## src/rtl/core/mks_pkg.sv

```systemverilog
// Shared types, constants and decode functions for the matrix keypad scanner.
package mks_pkg;

  localparam int COUNT_WIDTH_DEF = 16;
  localparam int DEBOUNCE_WIDTH  = 16;
  localparam int COL_WIDTH       = 4;
  localparam int ROW_WIDTH       = 4;
  localparam int DIGIT_WIDTH     = 4;

  localparam logic [DEBOUNCE_WIDTH-1:0] DEBOUNCE_RESET = 16'd20;
  localparam logic [COL_WIDTH-1:0]      COLS_IDLE      = 4'hf;
  localparam logic [COL_WIDTH-1:0]      COLS_C0        = 4'he;
  localparam logic [COL_WIDTH-1:0]      COLS_C1        = 4'hd;
  localparam logic [COL_WIDTH-1:0]      COLS_C2        = 4'hb;
  localparam logic [ROW_WIDTH-1:0]      ROWS_ALL       = 4'h0;

  typedef enum logic [3:0] {
    PH_RELEASE = 4'b0001,
    PH_PRESS   = 4'b0010,
    PH_CONFIRM = 4'b0100,
    PH_SCAN    = 4'b1000
  } phase_t;

  typedef struct packed {
    logic [ROW_WIDTH-1:0]   row_drive;
    logic                   key_valid;
    logic [DIGIT_WIDTH-1:0] key_value;
  } result_t;

  // A sample with one low column names that column; anything else is column 3.
  function automatic logic [1:0] col_index(input logic [COL_WIDTH-1:0] cols);
    logic [1:0] idx;
    case (cols)
      COLS_C0: idx = 2'd0;
      COLS_C1: idx = 2'd1;
      COLS_C2: idx = 2'd2;
      default: idx = 2'd3;
    endcase
    return idx;
  endfunction

  // Fixed key table, indexed by row and column.
  function automatic logic [DIGIT_WIDTH-1:0] key_digit(input logic [3:0] key);
    logic [DIGIT_WIDTH-1:0] d;
    case (key)
      4'd0:    d = 4'd6;
      4'd1:    d = 4'd5;
      4'd2:    d = 4'd4;
      4'd3:    d = 4'd3;
      4'd4:    d = 4'd2;
      4'd5:    d = 4'd1;
      4'd6:    d = 4'd0;
      4'd7:    d = 4'd9;
      4'd8:    d = 4'd8;
      4'd9:    d = 4'd7;
      4'd10:   d = 4'd6;
      4'd11:   d = 4'd5;
      4'd12:   d = 4'd4;
      4'd13:   d = 4'd3;
      4'd14:   d = 4'd2;
      default: d = 4'd1;
    endcase
    return d;
  endfunction

endpackage

```

## src/rtl/core/mks_if.sv

```systemverilog
// Handshake interfaces for the column samples, the key results and configuration.
interface mks_col_if;
  import mks_pkg::*;
  logic                 valid;
  logic                 ready;
  logic [COL_WIDTH-1:0] col_sample;
  modport source (output valid, output col_sample, input ready);
  modport sink   (input valid, input col_sample, output ready);
endinterface

interface mks_key_if;
  import mks_pkg::*;
  logic                   valid;
  logic                   ready;
  logic [ROW_WIDTH-1:0]   row_drive;
  logic                   key_valid;
  logic [DIGIT_WIDTH-1:0] key_value;
  modport source (output valid, output row_drive, output key_valid, output key_value,
                  input ready);
  modport sink   (input valid, input row_drive, input key_valid, input key_value,
                  output ready);
endinterface

interface mks_cfg_if;
  import mks_pkg::*;
  logic                      valid;
  logic                      ready;
  logic [DEBOUNCE_WIDTH-1:0] debounce_ticks;
  modport source (output valid, output debounce_ticks, input ready);
  modport sink   (input valid, input debounce_ticks, output ready);
endinterface

```

## src/rtl/core/mks_step.sv

```systemverilog
// Next-state and result logic for one tick of the keypad scanner.
module mks_step #(
  parameter int COUNT_WIDTH = mks_pkg::COUNT_WIDTH_DEF
) (
  input  mks_pkg::phase_t                         phase,
  input  logic [COUNT_WIDTH-1:0]                  tick_count,
  input  logic [1:0]                              row_index,
  input  logic [mks_pkg::COL_WIDTH-1:0]           col_sample,
  input  logic [mks_pkg::DEBOUNCE_WIDTH-1:0]      debounce_ticks,
  output mks_pkg::phase_t                         phase_next,
  output logic [COUNT_WIDTH-1:0]                  tick_count_next,
  output logic [1:0]                              row_index_next,
  output mks_pkg::result_t                        result
);
  import mks_pkg::*;

  localparam int CmpW = ((COUNT_WIDTH > DEBOUNCE_WIDTH) ? COUNT_WIDTH : DEBOUNCE_WIDTH) + 1;

  logic [CmpW-1:0]        cnt_inc;
  logic [CmpW-1:0]        cnt_max;
  logic                   interval_done;
  logic [COUNT_WIDTH-1:0] tick_after;
  logic                   cols_idle;

  // The interval ends when the count reaches the debounce setting or the
  // counter's own limit, whichever comes first.
  assign cnt_inc       = CmpW'(tick_count) + CmpW'(1);
  assign cnt_max       = CmpW'({COUNT_WIDTH{1'b1}});
  assign interval_done = (cnt_inc >= CmpW'(debounce_ticks)) || (cnt_inc >= cnt_max);
  assign tick_after    = interval_done ? '0 : cnt_inc[COUNT_WIDTH-1:0];
  assign cols_idle     = (col_sample == COLS_IDLE);

  always_comb begin
    phase_next       = phase;
    tick_count_next  = tick_count;
    row_index_next   = row_index;
    result.row_drive = ROWS_ALL;
    result.key_valid = 1'b0;
    result.key_value = '0;
    case (phase)
      PH_PRESS: begin
        tick_count_next = tick_after;
        if (interval_done && !cols_idle) begin
          phase_next = PH_CONFIRM;
        end
      end
      PH_CONFIRM: begin
        tick_count_next = tick_after;
        if (interval_done) begin
          if (!cols_idle) begin
            phase_next     = PH_SCAN;
            row_index_next = 2'd0;
          end else begin
            phase_next = PH_PRESS;
          end
        end
      end
      PH_SCAN: begin
        result.row_drive = ~(ROW_WIDTH'(1) << row_index);
        if (!cols_idle || (row_index == 2'd3)) begin
          result.key_valid = 1'b1;
          result.key_value = key_digit({row_index, col_index(col_sample)});
          phase_next       = PH_RELEASE;
          row_index_next   = 2'd0;
          tick_count_next  = '0;
        end else begin
          row_index_next = row_index + 2'd1;
        end
      end
      default: begin
        if (cols_idle) begin
          phase_next      = PH_PRESS;
          tick_count_next = '0;
        end else begin
          phase_next = PH_RELEASE;
        end
      end
    endcase
  end

endmodule

```

## src/rtl/core/matrix_keypad_scanner.sv

```systemverilog
// Top level of the debounced 4x4 matrix keypad scanner.
//
// The block takes one beat per keypad tick on the col channel, carrying the
// four active-low column levels read during that tick. For every input beat
// it returns exactly one beat on the key channel: the row levels held during
// that tick, and, on the tick a key is decoded, key_valid with the digit.
// The cfg channel writes the debounce interval in ticks; it is always ready
// and is meant to be written only while no beats are in flight.
//
// An accepted col beat is held in the input register, then passes through
// the scan state machine into the result register, which drives its key beat.
// Throughput is one beat per cycle while the receiver is ready; the only loop
// is the scanner state (phase, tick counter, row index), computed combinationally.
// When the receiver stalls, the result register holds its beat, the input
// register fills, and col.ready drops until the result is taken.
// Reset clears both pipeline registers, sets the debounce interval to 20 and
// puts the scanner in the phase that waits for all keys to be released.
module matrix_keypad_scanner #(
  parameter int COUNT_WIDTH = mks_pkg::COUNT_WIDTH_DEF
) (
  input  logic clk,
  input  logic rst,
  mks_col_if.sink   col,
  mks_key_if.source key,
  mks_cfg_if.sink   cfg
);
  import mks_pkg::*;

  // Configuration register.
  logic [DEBOUNCE_WIDTH-1:0] debounce_ticks;

  // Input register.
  logic                 in_valid;
  logic [COL_WIDTH-1:0] in_cols;

  // Scanner state.
  phase_t                 phase;
  logic [COUNT_WIDTH-1:0] tick_count;
  logic [1:0]             row_index;
  phase_t                 phase_next;
  logic [COUNT_WIDTH-1:0] tick_count_next;
  logic [1:0]             row_index_next;

  // Result register.
  logic    out_valid;
  result_t out_data;
  result_t step_result;

  logic advance;

  // The held sample moves into the result register whenever that register
  // is empty or its beat is being taken this cycle.
  assign advance   = in_valid && (!out_valid || key.ready);
  assign col.ready = !in_valid || advance;
  assign cfg.ready = 1'b1;

  assign key.valid     = out_valid;
  assign key.row_drive = out_data.row_drive;
  assign key.key_valid = out_data.key_valid;
  assign key.key_value = out_data.key_value;

  mks_step #(
    .COUNT_WIDTH(COUNT_WIDTH)
  ) u_step (
    .phase           (phase),
    .tick_count      (tick_count),
    .row_index       (row_index),
    .col_sample      (in_cols),
    .debounce_ticks  (debounce_ticks),
    .phase_next      (phase_next),
    .tick_count_next (tick_count_next),
    .row_index_next  (row_index_next),
    .result          (step_result)
  );

  always_ff @(posedge clk) begin
    if (rst) begin
      debounce_ticks <= DEBOUNCE_RESET;
    end else if (cfg.valid) begin
      debounce_ticks <= cfg.debounce_ticks;
    end
  end

  always_ff @(posedge clk) begin
    if (rst) begin
      in_valid <= 1'b0;
    end else if (col.ready) begin
      in_valid <= col.valid;
    end
  end

  always_ff @(posedge clk) begin
    if (col.valid && col.ready) begin
      in_cols <= col.col_sample;
    end
  end

  // The scanner state steps once per sample, as that sample's result is made.
  always_ff @(posedge clk) begin
    if (rst) begin
      phase      <= PH_RELEASE;
      tick_count <= '0;
      row_index  <= 2'd0;
    end else if (advance) begin
      phase      <= phase_next;
      tick_count <= tick_count_next;
      row_index  <= row_index_next;
    end
  end

  always_ff @(posedge clk) begin
    if (rst) begin
      out_valid <= 1'b0;
    end else if (advance) begin
      out_valid <= 1'b1;
    end else if (key.ready) begin
      out_valid <= 1'b0;
    end
  end

  always_ff @(posedge clk) begin
    if (advance) begin
      out_data <= step_result;
    end
  end

endmodule
```

## src/flat_wrapper.sv

```systemverilog
// flat-port wrapper written by rule: the top's interface ports become plain ports
module matrix_keypad_scanner_flat import mks_pkg::*;
#(
  parameter int COUNT_WIDTH = mks_pkg::COUNT_WIDTH_DEF
)
  (clk, rst, col_valid, col_col_sample, col_ready, key_valid, key_row_drive, key_key_valid, key_key_value, key_ready, cfg_valid, cfg_debounce_ticks, cfg_ready);
  mks_col_if col_i ();
  mks_key_if key_i ();
  mks_cfg_if cfg_i ();
  input  logic clk;
  input  logic rst;
  input wire logic [$bits(col_i.valid)-1:0] col_valid;
  input wire logic [$bits(col_i.col_sample)-1:0] col_col_sample;
  output wire logic [$bits(col_i.ready)-1:0] col_ready;
  output wire logic [$bits(key_i.valid)-1:0] key_valid;
  output wire logic [$bits(key_i.row_drive)-1:0] key_row_drive;
  output wire logic [$bits(key_i.key_valid)-1:0] key_key_valid;
  output wire logic [$bits(key_i.key_value)-1:0] key_key_value;
  input wire logic [$bits(key_i.ready)-1:0] key_ready;
  input wire logic [$bits(cfg_i.valid)-1:0] cfg_valid;
  input wire logic [$bits(cfg_i.debounce_ticks)-1:0] cfg_debounce_ticks;
  output wire logic [$bits(cfg_i.ready)-1:0] cfg_ready;
  assign col_i.valid = col_valid;
  assign col_i.col_sample = col_col_sample;
  assign col_ready = col_i.ready;
  assign key_valid = key_i.valid;
  assign key_row_drive = key_i.row_drive;
  assign key_key_valid = key_i.key_valid;
  assign key_key_value = key_i.key_value;
  assign key_i.ready = key_ready;
  assign cfg_i.valid = cfg_valid;
  assign cfg_i.debounce_ticks = cfg_debounce_ticks;
  assign cfg_ready = cfg_i.ready;
  matrix_keypad_scanner #(.COUNT_WIDTH(COUNT_WIDTH)) u_core (.clk(clk), .rst(rst), .col(col_i), .key(key_i), .cfg(cfg_i));
endmodule
```

## config.mk

```make
export PLATFORM = sky130hd
export DESIGN_NAME = matrix_keypad_scanner_flat
export DESIGN_NICKNAME = d
export VERILOG_FILES = /design/src/rtl/core/mks_pkg.sv /design/src/rtl/core/mks_if.sv /design/src/rtl/core/mks_step.sv /design/src/rtl/core/matrix_keypad_scanner.sv /design/src/flat_wrapper.sv
export SDC_FILE = /design/constraint.sdc
export NUM_CORES = 1
export LEC_CHECK = 0
export BUFFER_PORTS_ARGS = -buffer_cell sky130_fd_sc_hd__buf_2
export CAP_MARGIN = 10
export CORE_MARGIN = 1.5
export CORE_UTILIZATION = 30
export DETAILED_ROUTE_END_ITERATION = 16
export GPL_TIMING_DRIVEN = 0
export HOLD_SLACK_MARGIN = 0.02
export PLACE_DENSITY = 0.57
export RECOVER_POWER = 25
export SETUP_SLACK_MARGIN = 0.1
export SYNTH_ARGS = -nofsm -noshare
export SYNTH_HDL_FRONTEND = slang
export SYNTH_SLANG_ARGS = --single-unit
export TNS_END_PERCENT = 50
```

## constraint.sdc

```tcl
create_clock -name clk -period 3.7 [get_ports clk]
set_input_delay 0.37 -clock clk [delete_from_list [all_inputs] [get_ports clk]]
set_output_delay 0.37 -clock clk [all_outputs]
set_load 0.03 [all_outputs]
```

# --- Word-level counts from Yosys, hierarchy flattened ---
# Memory sizes are Yosys's and may differ from the RTL's.
# Cells that the tools add are included.
totals:
  memories: 1
  word_cells: 67
  register_bits: 53
  input_bits: 25
  rom_bits: 64
  out_inout_bits: 12
op_classes:
  n_eq_ne: 12
  muxes: 20
  bitwise: 1
  addsub: 2
  n_lt_le_gt_ge: 2
  n_shift: 1
  reduce_logical: 18
memory_table:
  columns: ["name", "depth", "word_bits", "rd", "rd_ports_with_merged_regs", "wr", "line_no", "source"]
  rows:
  - ["(name not given)", 16, 4, 1, 0, 0, "mks_pkg.sv:45", "case (key)"]
ops:
  columns: ["cell", "n"]
  rows:
  - ["$mux 16", 3]
  - ["$pmux 16 s2", 1]
  - ["$eq 4x4->1 const B", 5]
  - ["$add 16x1->17 const B", 1]
  - ["$ge 17x16->1", 1]
  - ["$ge 17x16->1 const B", 1]
  - ["$mux 4", 4]
  - ["$mux 2", 6]
  - ["$pmux 4 s3", 1]
  - ["$ne 2x2->1 const B", 4]
  - ["$reduce_and 4->1", 2]
  - ["$pmux 2 s3", 1]
  - ["$mux 5", 1]
  - ["$eq 4x2->1 const B", 1]
  - ["$eq 4x3->1 const B", 1]
  - ["$logic_or 1x1->1", 4]
  - ["$not 4->4", 1]
  - ["$pmux 2 s2", 1]
  - ["$reduce_bool 2->1", 2]
  - ["$shl 1x2->4 const A", 1]
  - ["$logic_and 1x1->1", 3]
  - ["$logic_not 1->1", 3]
  - ["$reduce_and 3->1", 1]
  - ["$reduce_bool 3->1", 1]
  - ["5 further kinds", 6]

# --- Depth between registers and ports, before layout ---
# Gate-level depths: netlist (run 1).
# An unclocked memory read counts as a cell.
logic_depth:
  word_depth: 7
  mapped_depth: 14
  depth_no_buf: 13

# --- Modules after synthesis ---
# From an unflattened synthesis (run 1), not the netlist that was laid out.
hier_totals:
  cells_unflattened: 426
  area_unflattened_um2: 3697.3
modules_own_cells:
  columns: ["mod", "n_inst", "cells_per_inst", "area_each_um2", "seq_area_each_um2"]
  rows:
  - ["matrix_keypad_scanner", 1, 173, 2058.2, 1191.1]
  - ["mks_step", 1, 253, 1639.1, 0.0]

# --- Least setup slack after synthesis (run 1) ---
# OpenSTA, ideal clock, no wires.
synth_timing:
  kind: "register -> register"
  from: "register u_core.tick_count[0]"
  to: "register u_core.phase[2]"
  required_ps: 3577
  stages_incl_launch_ff: 14
  n_path_buf: 1
  t_arrival_ps: 3067
  synth_period_minus_slack_ps: 3191
  setup_ps: 123
  path_slack_ps: 509
  path_cell_list: "dfxtp_1 -> ha_1 -> nand3_1 -> nor3_1 -> nand3_1 -> xnor2_2 -> ha_1 -> nand2_1 -> nor2_1 -> o31ai_1 -> a41o_1 -> clkbuf_1 -> a21oi_2 -> mux2_1"
synth_between:
  elab_chain_cells: 6
  elab_cells_between_ends: 8
  classes_between: "1 x add/sub; 2 x order compare; 2 x eq/ne; 3 x reduce/logical"
synth_rtl:
  columns: ["element", "line_no", "source"]
  rows:
  - ["start, declared", "matrix_keypad_scanner.sv:38", "logic [COUNT_WIDTH-1:0] tick_count;"]
  - ["start signal, assigned", "matrix_keypad_scanner.sv:106", "tick_count <= tick_count_next;"]
  - ["$add 16x1->17 *", "mks_step.sv:27", "assign cnt_inc = CmpW'(tick_count) + CmpW'(1);"]
  - ["$ge 17x16->1", "mks_step.sv:29", "assign interval_done = (cnt_inc >= CmpW'(debounce_ticks)) || (cnt_inc >= cnt_max);"]
  - ["$logic_or 1x1->1 *", "mks_step.sv:29", null]
  - ["$logic_and 1x1->1", "mks_step.sv:43", "if (interval_done && !cols_idle) begin"]
  - ["$ne 2x2->1 (no source line)", null, null]
  - ["$reduce_and 4->1 (no source line) *", null, null]
  - ["end signal, assigned", "matrix_keypad_scanner.sv:105", "phase <= phase_next;"]
  - ["end, declared", "matrix_keypad_scanner.sv:37", "phase_t phase;"]
# Mark *: on every way between the ends. The rest lies on a longest branch, timed or not.
# A chain may end at the register's enable or synchronous reset.

# --- Final worst setup path (run 1) ---
layout_timing:
  from: "register u_core.tick_count[1]"
  to: "register u_core.phase[2]"
# Same word-level chain as after synthesis.

==> results.json, run 1 <==
{
  "grt_usage": 0.128,
  "syn_area_per_cell_sq_um": 9.04,
  "antenna_found_initial": 0,
  "wire_per_inst_microns": 13.0,
  "synth_most_common_cell": "nor2_1",
  "syn_nets": 408,
  "synth_edf_count": 13,
  "antenna_left": 0,
  "die_h_microns": 107,
  "hold_slack_ns": 0.240,
  "crit_buf_inv": 1,
  "num_antenna_cells": 0,
  "io_buffer_count": 33,
  "ir_drop_v": 0.000209,
  "initial_core_util": 0.310,
  "finalHoldViolCount": 0,
  "cts_sinks": 53,
  "crit_family": "simple AND/OR/NAND/NOR gates",
  "yosysSeqAreaShare": 0.370,
  "path_class": "reg -> reg",
  "crit_arrival_ns": 3.52,
  "ys_warn_count": 0,
  "rsz0062_at_grt": "true",
  "syn2layout_area_growth_pct": 15.2,
  "drt_iter0_drc": 163,
  "remaining_drc_errors": 0,
  "dp_hpwl_microns": 5400,
  "synth_common_cells": "nor2_1, dfxtp_1, nand2_1, ha_1, inv_1",
  "relSlewSlack": 0.223,
  "rrSetupSlack_ns": 0.37,
  "cpMaxStageDelayCell": "dfxtp_1",
  "max_stage_delay_ns": 0.45,
  "grt_pass1_wl_microns": 11600,
  "crit_chain": "ha_1, nand3_4, nor3_4, nand3_1, xnor2_2, ha_1, nand2_1, nor2_1, o31ai_1, a41o_1, clkbuf_2, a21oi_4, mux2_1",
  "maxSlewViolCount": 0,
  "clockBufferDepth": 2,
  "setup_viol": 0,
  "fin_ws_ns": 0.375,
  "io_pins": 37,
  "maxCapViolations": 0,
  "grt.met3_usage": 0.0164,
  "drtPass1Iterations": 4,
  "core-area_sq_um": 10400,
  "use_met2": 0.208,
  "period_share": 0.899,
  "power.density_nw_per_um2": 284,
  "via_per_inst": 4.95,
  "place_congestion": 0.865,
  "synth_top_area_share": 0.249,
  "period_minus_slack_ns": 3.33,
  "yosysUniqueCellTypes": 58,
  "drive_gt1_frac": 0.167,
  "ctsHoldBuffers": 0,
  "cts_buffers": 5,
  "placed_area_sq_um": 3550,
  "grt_max_degree": 17,
  "drt-total-wl_microns": 6960,
  "path_common_cell": "ha_1",
  "die_w_microns": 107,
  "busiest_layer": "met2",
  "postSynthCellCount": 356,
  "hold_class": "in -> reg",
  "placedCellCount": 525,
  "post-route-util": 0.358,
  "total_leakage_power_nw": 1.50,
  "fin_cells": 537,
  "critPathLaunchType": "flop",
  "dr_total_vias": 2657,
  "cts-htree-levels": 2,
  "postLayoutCellArea_sq_um": 3710,
  "synth_top_cell_by_area": "dfxtp_1",
  "die-area_sq_um": 11400,
  "status": "completed",
  "grt_overflow_total": 0,
  "max_freq_mhz": 301,
  "use_met1": 0.170,
  "clock-root-buffer": "clkbuf_8",
  "worstSkewPairLatency_ns": 0.30,
  "cts_tree": "done",
  "rows": 37,
  "tightest_slew_ns": 1.16,
  "path_clk_slew_ns": 0.10,
  "nets": 452,
  "ys_ff_latch": 53,
  "syn_area_sq_um": 3220,
  "ys.flop_type": "dfxtp_1",
  "critPathMaxFanout": 10,
  "async_flop_share": 0,
  "skew_ns": 0.00771,
  "cp-end-kind": "flop",
  "pre_cts_ws_ns": -0.135,
  "critPathRequiredTime_ns": 3.89,
  "yosys-top-cells-area": "dfxtp_1, edfxtp_1, ha_1",
  "grt_pass1_vias": 2394
}
==> registers in the layout (all words and copies together) (netlist names) <==
name,cells
u_core.debounce_ticks,16
u_core.tick_count,16
u_core.in_cols,4
u_core.key.key_value,4
u_core.key.row_drive,4
u_core.phase,4
u_core.row_index,2
u_core.in_valid,1
u_core.key.key_valid,1
u_core.key.valid,1
==> cell families (layout without fill, tap and decap cells) <==
kind of cell,after synthesis,after routing,share of synthesized area
fa+ha+maj,27,27,0.105
other cells,1,1,0.00116
mux,21,21,0.0657
buf+inv,42,87,0.0540
simple gates,143,143,0.225
compound gates,56,56,0.139
flops,53,53,0.370
xor+xnor,13,13,0.0400
==> final cells by class <==
cell class | instances | area (sq um)
timing repair buffer | 37 | 193
tap | 136 | 170
multi-input combinational | 261 | 1890
sequential | 53 | 1190
inverter | 26 | 97.6
buffer | 16 | 77.6
clock inverter | 2 | 11.3
fill | 1099 | 6660
clock buffer | 6 | 72.6
==> stage by stage <==
| stage | power [mW] | TNS [ns] |
|---|---|---|
| 5_1_grt | 1.10 | 0 |
| 4_1_cts | 1.07 | 0 |
| 3_5_place_dp | 0.748 | -0.733 |
| 3_3_place_gp | 0.745 | -0.663 |
| 6_report | 1.05 | 0 |
| 2_1_floorplan | 0.713 | 0 |
==> layout by cell type (no fill, tap or decap), drive strengths merged, types with 2 or more instances in the layout <==
master	instances
nor2b	8
nand4	9
and2	2
edfxtp	13
xnor2	8
nor2	43
ha	27
o211ai	5
nand3	15
o21ai	12
a32o	9
a21o	2
mux2i	20
xor2	5
inv	26
nor3	12
nand4b	2
nor3b	2
a21oi	12
or3	2
nand3b	3
and3	4
nand2	31
nor4b	2
clkbuf	17
or2	3
a41oi	3
o2111ai	2
buf	42
and4	2
dfxtp	40
==> timing repair <==
item | in CTS | in global routing
endpoints found under the setup margin | 21 | 22
gates resized for setup | 3 | 7
setup buffers | 0 | 4
==> final timing paths <==
path / start / to / cells after the start
setup reg to reg: u_core.tick_count[1] / u_core.phase[2] / 13
setup / recovery: u_core.tick_count[1] / u_core.phase[2] / 13
hold reg to reg: u_core.debounce_ticks[10] / u_core.debounce_ticks[10] / 2
hold / removal: col_col_sample[2] / u_core.in_cols[2] / 1
==> metal layers <==
layer,wire length (microns),vias up
li1,-,1359
met1,3380,1236
met2,3190,52
met3,243,10
met4,149,0
met5,0,-
==> power by group <==
| group | leakage (nW) | switching, mW | total [mW] | internal (mW) |
|---|---|---|---|---|
| Sequential | 0.453 | 0.00901 | 0.620 | 0.611 |
| Clock | 0.0388 | 0.187 | 0.319 | 0.132 |
| Combinational | 1.01 | 0.0690 | 0.114 | 0.0447 |
Note: power is estimated with default switching activity, not from simulation.
==> run 2, diff against run 1 <==
--- a/config.mk
+++ b/config.mk
@@ -7,6 +7,7 @@
 export LEC_CHECK = 0
 export BUFFER_PORTS_ARGS = -buffer_cell sky130_fd_sc_hd__buf_2
 export CAP_MARGIN = 10
+export CORE_ASPECT_RATIO = 0.75
 export CORE_MARGIN = 1.5
 export CORE_UTILIZATION = 30
 export DETAILED_ROUTE_END_ITERATION = 16
==> run 2 against run 1 <==
  * Cell count rose by 0.37%
  * Hold slack improved by 0.010 ns
  * Fmax fell by 3.0%
  * Sequential power barely moved
  * Non-clock buffer count rose by 2
  * Flip-flop and latch count did not move
  * Wire length rose by 6.0%
  * Critical path type unchanged
  * Critical endpoint is now u_core.tick_count[6]
==> results.json, run 2 (synthesis results as in run 1) <==
{
  "die_h_microns": 92.7,
  "maxCapViolations": 0,
  "internal_power_mw": 0.911,
  "clock-root-buffer": "clkbuf_16",
  "critPathMaxFanout": 8,
  "grt_pass1_vias": 2490,
  "rrSetupSlack_ns": 0.27,
  "p_comb_frac": 0.097,
  "cp-end-kind": "flop",
  "nets": 454,
  "period_minus_slack_ns": 3.43,
  "initial_core_util": 0.310,
  "critPathRequiredTime_ns": 3.91,
  "period_share": 0.926,
  "setup_viol": 0,
  "clockBufferDepth": 2,
  "remaining_drc_errors": 0,
  "ctsHoldBuffers": 0,
  "ff2ff_path_depth": 12,
  "grt_usage": 0.134,
  "switchingPower_mw": 0.288,
  "core-area_sq_um": 10400,
  "reg_top3": "u_core.debounce_ticks: 16 flops, u_core.tick_count: 16 flops",
  "path_clk_slew_ns": 0.07,
  "cts_sinks": 53,
  "drt_iter0_drc": 114,
  "wire_per_inst_microns": 13.7,
  "p_seq_frac": 0.517,
  "maxSlewViolCount": 0,
  "drive_gt1_frac": 0.169,
  "status": "completed",
  "swShare": 0.240,
  "cts-htree-levels": 2,
  "power.density_nw_per_um2": 316,
  "io_pins": 37,
  "rsz0062_at_grt": "false",
  "grt_max_degree": 17,
  "layout_commonest_cell": "nor2_1",
  "dp_hpwl_microns": 5520,
  "tightest_slew_ns": 0.997,
  "die-area_sq_um": 11400,
  "drt-total-wl_microns": 7380,
  "critPathLaunchType": "flop",
  "holdCritStartpoint": "col_col_sample[3]",
  "place_congestion": 0.857,
  "relSlewSlack": 0.334,
  "cts_buffers": 5,
  "rows": 32,
  "r2r-end": "u_core.tick_count[6]",
  "ir_drop_v": 0.000204,
  "grt_overflow_total": 0,
  "skew_ns": 0.00458,
  "worstSkewPairLatency_ns": 0.29,
  "drtPass1Iterations": 5,
  "seqCellArea_sq_um": 1190,
  "hold_class": "in -> reg",
  "total_leakage_power_nw": 1.56,
  "antenna_found_initial": 0,
  "worstSetupEndpoint": "u_core.tick_count[6]",
  "via_per_inst": 5.05,
  "dr_total_vias": 2721,
  "startpoint": "u_core.tick_count[4]",
  "r2r-start": "u_core.tick_count[4]",
  "multiInputGateArea_sq_um": 1900,
  "mostFrequentLayoutCells": "nor2_1, dfxtp_1, buf_2, nand2_1, ha_1",
  "fill_cells": 1050,
  "io_buffer_count": 33,
  "tns_ns": 0,
  "die_w_microns": 123,
  "syn2layout_area_growth_pct": 17.8,
  "max_freq_mhz": 292,
  "grt_pass1_wl_microns": 12000,
  "path_class": "reg -> reg",
  "antenna_left": 0,
  "cts_tree": "done",
  "hold_slack_ns": 0.250,
  "num_antenna_cells": 0,
  "clkPwrFrac": 0.385,
  "crit_arrival_ns": 3.64,
  "finalHoldViolCount": 0
}
## run 2: cell types whose count changed in the layout (fill, tap and decap cells not counted), moves of 2 or more
cell,before,now
dfxtp_1,37,39
clkbuf_16,0,5
clkbuf_8,5,0
dfxtp_2,3,1
## run 2: repair_timing
action / in CTS / in global routing
pin swaps: 0 / 1
cloned: 0 / 0
setup buffers: 0 / 5
endpoints found under the setup margin: 22 / 22
endpoints found under the hold margin: 0 / 0
resized for setup: 3 / 6
## run 2: critical path: stages, from the launching register on
cell and delay, ns:
dfxtp_1 0.31, buf_2 0.19, nand3_2 0.21, or3_4 0.46, nor3_2 0.24, xor2_2 0.25
ha_1 0.29, and3_1 0.18, nand3_1 0.13, nand4bb_1 0.16, a41oi_4 0.39, nand3_1 0.27
o211ai_1 0.25
## run 2: worst min-delay path by stage
stage / to / cells after the start
floorplan: u_core.debounce_ticks[10] / 2
global placement: u_core.debounce_ticks[15] / 2
detailed placement: u_core.debounce_ticks[15] / 2
CTS: u_core.in_cols[3] / 1
global route: u_core.in_cols[3] / 1
finish: u_core.in_cols[3] / 1
## run 2: power by group through the flow
| stage | clock network (mW) | registers, mW | logic (mW) |
|---|---|---|---|
| 3_3_place_gp | 0 | 0.633 | 0.112 |
| 4_1_cts | 0.471 | 0.621 | 0.116 |
| 6_report | 0.462 | 0.620 | 0.116 |
| 5_1_grt | 0.497 | 0.623 | 0.132 |
| 2_1_floorplan | 0 | 0.641 | 0.0717 |
| 3_5_place_dp | 0 | 0.634 | 0.115 |
## run 2: through the flow
| step | cells | cell area, sq um | setup slack (ns) | total power, mW | utilization |
|---|---|---|---|---|---|
| finish | 539 | 3790 | 0.273 | 1.20 | 0.366 |
| global route | 539 | 3790 | 0.0914 | 1.25 | 0.366 |
| CTS | 533 | 3700 | 0.104 | 1.21 | 0.357 |
| detailed placement | 525 | 3550 | -0.182 | 0.749 | 0.343 |
| global placement | 525 | 3550 | -0.183 | 0.746 | 0.343 |
| floorplan | 356 | 3220 | 0.509 | 0.713 | - |
## run 2: area by class of cell
| class | count | share of cell area |
|---|---|---|
| multi-input cells | 261 | 0.501 |
| clock buffers | 7 | 0.0350 |
| clock inverters | 1 | 0.00231 |
| plain buffers | 16 | 0.0205 |
| flip-flops and latches | 53 | 0.314 |
| inverters | 26 | 0.0257 |
| repair buffers | 39 | 0.0561 |
| well taps | 136 | 0.0449 |
## run 2: per-layer routing
layer / up-vias / part of all wire / global-route usage
li1: 1360 / - / -
met3: 7 / 0.047 / 0.0172
met2: 89 / 0.43 / 0.202
met1: 1265 / 0.52 / 0.201
met5: - / 0 / 0
met4: 0 / 0.011 / 0.0349
==> run 3, diff against run 2 <==
--- a/config.mk
+++ b/config.mk
@@ -9,11 +9,11 @@
 export CAP_MARGIN = 10
 export CORE_ASPECT_RATIO = 0.75
 export CORE_MARGIN = 1.5
-export CORE_UTILIZATION = 30
+export CORE_UTILIZATION = 50
 export DETAILED_ROUTE_END_ITERATION = 16
 export GPL_TIMING_DRIVEN = 0
 export HOLD_SLACK_MARGIN = 0.02
-export PLACE_DENSITY = 0.57
+export PLACE_DENSITY = 0.8
 export RECOVER_POWER = 25
 export SETUP_SLACK_MARGIN = 0.1
 export SYNTH_ARGS = -nofsm -noshare
==> run 3 against run 2 <==
  * Flip-flop and latch count unchanged
  * Fmax up 1.4%
  * Worst setup slack better by 0.047 ns
  * Sequential power about the same
  * Total power down 9.8%
  * Clock skew up 0.016 ns
  * Non-clock buffer count down 4
  * Largest cell class unchanged
  * Critical path depth up 1
==> results.json, run 3 (synthesis results as in run 1) <==
{
  "status": "completed",
  "min_to": "u_core.in_cols[1]",
  "setup_viol": 0,
  "relSlewSlack": 0.331,
  "holdCritStartpoint": "col_col_sample[1]",
  "rows": 25,
  "rsz0062_at_grt": "false",
  "die-area_sq_um": 6930,
  "r2r-start": "u_core.tick_count[4]",
  "place_congestion": 0.906,
  "syn2layout_area_growth_pct": 12.7,
  "drive_gt1_frac": 0.163,
  "clkPwrFrac": 0.318,
  "r2r-end": "u_core.phase[1]",
  "hold_class": "in -> reg",
  "wl_met2_microns": 3210,
  "cts_sinks": 53,
  "ir_drop_v": 0.000168,
  "hold_slack_ns": 0.211,
  "maxCapViolations": 0,
  "fill_cells": 547,
  "drt_iter0_drc": 175,
  "switchingPower_mw": 0.289,
  "pre_cts_ws_ns": -0.0713,
  "maxSlewViolCount": 0,
  "p_seq_frac": 0.574,
  "crit_arrival_ns": 3.64,
  "layout_commonest_cell": "nor2_1",
  "antenna_found_initial": 0,
  "fin_cells": 480,
  "tightest_slew_ns": 1.00,
  "grt_pass1_wl_microns": 11400,
  "initial_core_util": 0.515,
  "wire_per_inst_microns": 14.9,
  "critPathMaxFanout": 10,
  "grt_usage": 0.215,
  "cts_buffers": 5,
  "ff2ff_path_depth": 13,
  "clock-root-buffer": "clkbuf_8",
  "max_freq_mhz": 296,
  "seqCellArea_sq_um": 1190,
  "dp_hpwl_microns": 5400,
  "internal_power_mw": 0.792,
  "worstSkewPairLatency_ns": 0.32,
  "die_w_microns": 95.7,
  "crit_family": "simple AND/OR/NAND/NOR gates",
  "startpoint": "u_core.tick_count[4]",
  "cts_tree": "done",
  "grt_max_degree": 18,
  "min_path_cells": 1,
  "num_antenna_cells": 0,
  "drtPass1Iterations": 5,
  "max_stage_delay_ns": 0.46,
  "power.density_nw_per_um2": 298,
  "total_leakage_power_nw": 1.50,
  "critPathLaunchType": "flop",
  "via_per_inst": 5.73,
  "antenna_left": 0,
  "path_clk_slew_ns": 0.11,
  "dr_total_vias": 2749,
  "io_pins": 37,
  "period_share": 0.914,
  "multiInputGateArea_sq_um": 1890,
  "nets": 450,
  "rrSetupSlack_ns": 0.32,
  "io_buffer_count": 33,
  "tns_ns": 0,
  "drt-total-wl_microns": 7140,
  "finalHoldViolCount": 0,
  "postLayoutCellArea_sq_um": 3630,
  "fin_ws_ns": 0.320,
  "crit_chain": "buf_2, nand3_2, or3_4, nor3_2, xor2_2, ha_1, and3_1, nand3_1, nand4bb_1, a41oi_4, and2_1, buf_6, o221a_1",
  "cp-end-kind": "flop",
  "core-area_sq_um": 6260,
  "clockBufferDepth": 2,
  "grt_overflow_total": 0,
  "ctsHoldBuffers": 0,
  "remaining_drc_errors": 0,
  "highest_layer": "met4",
  "met1Wirelength_microns": 3410,
  "cpMaxStageDelayCell": "or3_4",
  "path_class": "reg -> reg",
  "dr_wl_met3_microns": 407,
  "skew_ns": 0.0210,
  "mostFrequentLayoutCells": "nor2_1, dfxtp_1, buf_2, nand2_1, ha_1",
  "die_h_microns": 72.5,
  "p_comb_frac": 0.107,
  "period_minus_slack_ns": 3.38,
  "grt_pass1_vias": 2461,
  "swShare": 0.267,
  "reg_top3": "u_core.debounce_ticks: 16 flops, u_core.tick_count: 16 flops",
  "critPathRequiredTime_ns": 3.96,
  "cts-htree-levels": 2,
  "placed_area_sq_um": 3490,
  "power_mw": 1.08,
  "placedCellCount": 470,
  "post-route-util": 0.580,
  "crit_buf_inv": 2
}
## run 3: changes by cell type in the layout (fill, tap and decap cells not counted)
cell / change
nor4_2: +1
buf_4: -3
dfxtp_1: -1
buf_2: -1
clkbuf_16: -5
nor4_4: -1
buf_6: -1
clkbuf_8: +5
dfxtp_2: +1
clkinvlp_4: +1
## run 3: worst register-to-register path, cell delays in order (launching register included)
cell       delay, ns
dfxtp_1         0.32
buf_2           0.19
nand3_2         0.20
or3_4           0.46
nor3_2          0.28
xor2_2          0.29
ha_1            0.30
and3_1          0.19
nand3_1         0.12
nand4bb_1       0.16
a41oi_4         0.31
and2_1          0.19
buf_6           0.14
o221a_1         0.17
## run 3: routing by layer
metal	GRT usage	up-vias
li1	-	1357
met1	0.307	1280
met2	0.324	93
met3	0.0461	19
met4	0.0670	0
met5	0	-
## run 3: power groups by stage
| stage | Sequential [mW] | Clock (mW) | Combinational (mW) |
|---|---|---|---|
| after detailed placement | 0.634 | 0 | 0.114 |
| final | 0.621 | 0.344 | 0.116 |
| after CTS | 0.621 | 0.347 | 0.114 |
| after floorplan | 0.641 | 0 | 0.0717 |
| after global placement | 0.633 | 0 | 0.110 |
| after global routing | 0.623 | 0.365 | 0.129 |
## run 3: final cells by class
type / count / area share
multi-input combinational: 261 / 0.521
sequential: 53 / 0.329
timing repair buffer: 35 / 0.0490
tap: 81 / 0.0279
inverter: 26 / 0.0269
buffer: 16 / 0.0214
clock buffer: 6 / 0.0200
clock inverter: 2 / 0.00448
## run 3: worst max path at each step
stage | end | cells past startpoint
2_1_floorplan | u_core.phase[2] | 13
3_3_place_gp | u_core.phase[2] | 12
3_5_place_dp | u_core.phase[2] | 12
4_1_cts | u_core.phase[2] | 13
5_1_grt | u_core.row_index[1] | 13
6_report | u_core.phase[1] | 13
## run 3: timing repair
action,in CTS,in global routing
pin swaps,0,0
resized for setup,3,7
setup endpoints to repair,21,20
buffers inserted,0,1
